File: src/rtl/rau_pkg.sv
// Shared types and constants of the rational arithmetic unit.
package rau_pkg;

  localparam int unsigned MagW = 64;

  typedef struct packed {
    logic            start;
    logic [MagW-1:0] dividend;
    logic [MagW-1:0] divisor;
  } div_req_t;

  typedef struct packed {
    logic            done;
    logic [MagW-1:0] quo;
    logic [MagW-1:0] rem;
  } div_res_t;

  localparam logic [2:0] OpAdd = 3'd0;
  localparam logic [2:0] OpSub = 3'd1;
  localparam logic [2:0] OpMul = 3'd2;
  localparam logic [2:0] OpDiv = 3'd3;
  localparam logic [2:0] OpAbs = 3'd4;

  localparam logic [1:0] StatOk   = 2'd0;
  localparam logic [1:0] StatZero = 2'd1;
  localparam logic [1:0] StatWide = 2'd2;

endpackage

File: src/rtl/rau_div.sv
// Restoring unsigned divider, one quotient bit per cycle.
module rau_div (
  input  logic              clk_i,
  input  logic              rst_ni,
  input  rau_pkg::div_req_t req_i,
  output rau_pkg::div_res_t res_o
);
  import rau_pkg::*;

  localparam int unsigned CntW = $clog2(MagW);

  logic [CntW-1:0] cnt_q;
  logic            run_q;
  logic            done_q;
  logic [MagW-1:0] quo_q;
  logic [MagW-1:0] rem_q;
  logic [MagW-1:0] dvs_q;
  logic [MagW:0]   shifted;
  logic [MagW:0]   trial;

  assign shifted = {rem_q, quo_q[MagW-1]};
  assign trial   = shifted - {1'b0, dvs_q};

  always_ff @(posedge clk_i or negedge rst_ni) begin
    if (!rst_ni) begin
      run_q  <= 1'b0;
      done_q <= 1'b0;
      cnt_q  <= '0;
    end else begin
      done_q <= 1'b0;
      if (req_i.start) begin
        run_q <= 1'b1;
        cnt_q <= '0;
        quo_q <= req_i.dividend;
        rem_q <= '0;
        dvs_q <= req_i.divisor;
      end else if (run_q) begin
        if (trial[MagW]) begin
          rem_q <= shifted[MagW-1:0];
          quo_q <= {quo_q[MagW-2:0], 1'b0};
        end else begin
          rem_q <= trial[MagW-1:0];
          quo_q <= {quo_q[MagW-2:0], 1'b1};
        end
        cnt_q <= cnt_q + 1'b1;
        if (cnt_q == CntW'(MagW - 1)) begin
          run_q  <= 1'b0;
          done_q <= 1'b1;
        end
      end
    end
  end

  assign res_o = '{done: done_q, quo: quo_q, rem: rem_q};

endmodule
File: config.mk
export PLATFORM = sky130hd
export DESIGN_NAME = rau_div
export DESIGN_NICKNAME = d
export VERILOG_FILES = /design/src/rtl/rau_pkg.sv /design/src/rtl/rau_div.sv
export SDC_FILE = /design/constraint.sdc
export NUM_CORES = 1
export LEC_CHECK = 0
export ABC_CLOCK_PERIOD_IN_PS = 4980
export BUFFER_PORTS_ARGS = -buffer_cell sky130_fd_sc_hd__buf_2
export CORE_MARGIN = 8
export CORE_UTILIZATION = 56
export CTS_BUF_LIST = sky130_fd_sc_hd__clkbuf_16
export DETAILED_ROUTE_END_ITERATION = 10
export PLACE_DENSITY = 0.78
export SYNTH_ARGS = -nofsm -noshare
export SYNTH_HDL_FRONTEND = slang
export SYNTH_SLANG_ARGS = --single-unit
File: constraint.sdc
create_clock -name clk_i -period 4.98 [get_ports clk_i]
set_input_delay 0.996 -clock clk_i [delete_from_list [all_inputs] [get_ports clk_i]]
set_output_delay 0.996 -clock clk_i [all_outputs]
set_load 0.005 [all_outputs]
Word-level counts from Yosys, hierarchy flattened
Index checks and enable logic that the tools add are counted.
Operators by class
  reductions and logical operators: 3
  add/subtract/negate cells: 2
  equality and inequality tests: 1
  muxes and demuxes: 13
Operator list (count)
  64-bit two-way mux: 4
  65-bit by 64-bit subtractor with 65-bit output: 1
  6-bit two-way mux: 2
  1-bit two-way mux: 7
  6-bit by 1-bit adder with 6-bit output, second input constant: 1
  6-bit == test, second input constant: 1
  2-bit AND reduction: 2
  2-bit nonzero test: 1
Word-level totals
  register bits: 200
  input port bits: 131
  logic and storage cells: 25
  output and inout port bits: 129

Depth between registers and ports, before layout
  word-level depth: 4
  mapped depth: 17
  depth with buffers taken out: 14

Least setup slack after synthesis
No wires, ideal clock.
  path type: input port to flip-flop
  from: input req_i[128] (netlist name)
  to: register quo_q[0], enable pin
  stages on the path: 2
  data required time: 4.487 ns
  setup time: 0.493 ns
  path buffers: 0
  setup slack: 0.560 ns
  arrival: 3.926 ns
  cell sequence: nor2_1 > nor2b_1
On the way
  cells in the longest elaborated chain, start to end: 2
RTL lines
  start: declaration: line rau_div.sv:5  | input rau_pkg::div_req_t req_i,
  2-bit nonzero test (no source line)
  2-bit AND reduction (no source line)
  end signal: assignment: line rau_div.sv:34  | quo_q <= req_i.dividend;
  end signal: assignment: line rau_div.sv:40  | quo_q <= {quo_q[MagW-2:0], 1'b0};
  end signal: assignment: line rau_div.sv:43  | quo_q <= {quo_q[MagW-2:0], 1'b1};
  end: declaration: line rau_div.sv:15  | logic [MagW-1:0] quo_q;
Every way passes these cells.
A chain may end at the register's enable or synchronous reset.

Worst setup path in the final report
  from: register rem_q[4]
  to: register rem_q[25] (data pin)
On the way
  cells in the longest elaborated chain, start to end: 3
RTL lines
  start: declaration: line rau_div.sv:16  | logic [MagW-1:0] rem_q;
  start signal: assignment: line rau_div.sv:39  | rem_q <= shifted[MagW-1:0];
  start signal: assignment: line rau_div.sv:42  | rem_q <= trial[MagW-1:0];
  65-bit by 64-bit subtractor with 65-bit output: line rau_div.sv:22  | assign trial = shifted - {1'b0, dvs_q};
  64-bit two-way mux: line rau_div.sv:38  | if (trial[MagW]) begin
  64-bit two-way mux: line rau_div.sv:37  | end else if (run_q) begin
Every way passes these cells.

==> out/qor.txt <==
Hold Vio Cnt, Final: 0
power per cell area: 400 nW/um2
Final ANT Viol Nets: 0
dpl cells: 1,695
global-route wire length before repair: 55.6 mm
total core area: 21,800 um2
status: completed
initial DRC count: 707
CTS Buf Count: 17
synthesis-stage register bit count: 200
Setup violations, final: 0
Cells after Synth: 1,213
Met2 Wirelength: 16.7 mm
Max Used Layer: met4
Setup Skew: 0.0158 ns
total power: 5.81 mW
clock buffer depth: 2
RSZ-0062 raised after global routing: no
GP Congestion: 0.949
Tmin final: 4.57 ns
hold slack: 0.546 ns
Detail Route met3 WL: 3.31 mm
H-tree depth: 4
full die area: 27,300 um2
wire per inst: 20.4 um
Cell Rows: 54
total length of routed wires: 35.2 mm
routed metal-1 wirelength: 14.5 mm
Worst Path Arrival: 4.72 ns
part of the cycle the worst path needs: 91.8%
Setup crit start kind: register
I/O Buffers: 259
Die Width: 165 um
max_slew headroom: 37.6%
# IOs: 260
Async SR Flop Fraction: 4.00%
worst path cell trace: ha_1 -> a21o_1 -> or3_1 -> o211ai_1 -> a211oi_1 -> o21ai_0 -> a211oi_1 -> or2_1 -> o311ai_4 -> buf_4 -> mux2i_1 -> a211oi_1
multi-input logic area: 5860 um2
Starting Density: 57.2%
CP top delay family: compound AO/OA/AOI/OAI gates
crit end category: register
max incr delay on CP: 0.78 ns
worst-skew pair later-pin latency: 0.45 ns
post-DP HPWL: 27.0 mm
worst min-delay path class: reg -> reg
FILL cells: 1,739
ant diodes: 0
commonest non-fill, non-tap cell in the layout: buf_2
most frequent cells in the layout: buf_2 (258), edfxtp_1 (192), nor2_1 (121)
TNS Setup: 0 ns
CP Data Required Time: 5.13 ns
max-slew violations: 0
Layout Cells excl Fill: 1,726
Layout Nets: 1,631
Util after Layout: 66.5%
clk root buf: clkbuf_16
post-synthesis sequential area ratio: 47.8%
Max Freq: 219 MHz
Mapped Avg Cell Area: 10.3 um2
drt first pass iters: 5
mapped cell area: 12,500 um2
Most used DFF post-synth: edfxtp_1
largest net degree at the start of global routing: 82
Setup Fix Bufs, Post-CTS: 0
total of warnings raised by yosys: 0
CTS tree: done
Leakage: 6.24 nW
number of flops mapped to enable cells by yosys: 192
# resized after CTS: 0
drt drc: 0
Via-to-Cell Ratio: 5.91
syn nets: 1,410
initial antenna violation count: 0
clock sink count: 200
global route overflow: 0
CP max stage cell: o311ai_4
critical path class: reg -> reg
Synth cell types: 67
Tot GR Track Use: 25.9%
Sequential Area: 5970 um2
number of global-route vias before repair: 10.2k
layout cells sized above 1: 26.5%
crit path max fanout: 31
layout overhead on the synthesized area: 16.4%
most frequent CP cell: a211oi_1
WP buf/inv: 1
Worst Max-Slew Pin Slew: 0.933 ns
worst vdd ir: 0.223 mV
die height: 165 um
# Max-Cap Violations: 0
Post-CTS Hold Buffers: 0
CTS clk-pin slew, worst paths: 0.08 ns
Vias: 10.2k
-- power by group --
part	total (mW)	internal, mW	switching, mW
logic	2.14	0.894	1.24
registers	2.25	2.09	0.155
clock network	1.43	0.684	0.743
-- kinds of logic after synthesis --
kind of cell             synth area share [%]
flip-flops                               47.8
multiplexers                             6.65
AO/OA/AOI/OAI                            17.2
adder cells (fa/ha/maj)                  6.68
buffers and inverters                    5.33
AND/OR/NAND/NOR                          11.8
XOR/XNOR                                 4.56
-- layout make-up --
class	instances	share of cell area (%)
inverters	83	2.15
repair buffers	276	9.82
clock buffers	17	2.93
flip-flops and latches	200	41.1
multi-input cells	856	40.4
clock inverters	14	1.22
well taps	280	2.41
-- state kept, by name, summed over array words and instances (netlist names) --
name / cells
dvs_q: 64
quo_q: 64
run_q: 1
done_q: 1
cnt_q: 6
rem_q: 64
-- worst paths after layout --
path                             end      from  cells after the start  slack [ns]
max                        rem_q[25]  rem_q[4]                     12        0.41
min                         cnt_q[4]  cnt_q[4]                      2        0.55
max reg2reg                rem_q[25]  rem_q[4]                     12        0.41
min reg2reg                 cnt_q[4]  cnt_q[4]                      2        0.55
max in group asynchronous      run_q    rst_ni                      2        4.01
min in group asynchronous   cnt_q[5]    rst_ni                      2        0.64
-- synthesized netlist by cell type (5+ instances only) --
library cell	number	area share, %
nand2_1	81	2.4
o21ai_0	52	2.1
edfxtp_1	192	46
or3_1	5	0.25
nor4_1	8	0.40
nand2b_1	11	0.55
ha_1	65	6.5
dfrtp_1	8	1.6
xor2_1	31	2.2
nand4_1	31	1.6
o21bai_1	13	0.78
mux2_2	63	5.7
inv_1	83	2.5
buf_4	6	0.36
nand3_1	16	0.64
mux2i_1	12	0.96
o31ai_1	6	0.36
a21o_1	29	1.7
and3_1	7	0.35
a211oi_1	49	2.9
nor2_1	121	3.6
buf_6	5	0.45
nor3_1	17	0.68
xnor2_1	34	2.4
a31oi_1	12	0.60
a21oi_1	110	4.4
o211ai_1	10	0.60
o21a_1	8	0.48
clkbuf_1	57	1.7
-- per-layer routing --
layer  vias to the layer above  track usage (%)
met5                         -                0
met4                         0             7.33
met3                        39             7.31
met2                       412             42.7
met1                      4833             32.8
li1                       4915                -
-- tightest hold or removal path, stage by stage, from the launching register on --
cell	delay, ns
dfrtp_1	0.37
xor2_1	0.07
nor2_1	0.07
-- stage by stage --
stage          cell area, um2  worst slack, ns
2_1_floorplan           12500            0.560
3_3_place_gp            13900            0.603
3_5_place_dp            13900            0.538
4_1_cts                 14500            0.463
5_1_grt                 14500            0.215
6_report                14500            0.408
No activity file was read; power rests on OpenSTA's default activity.
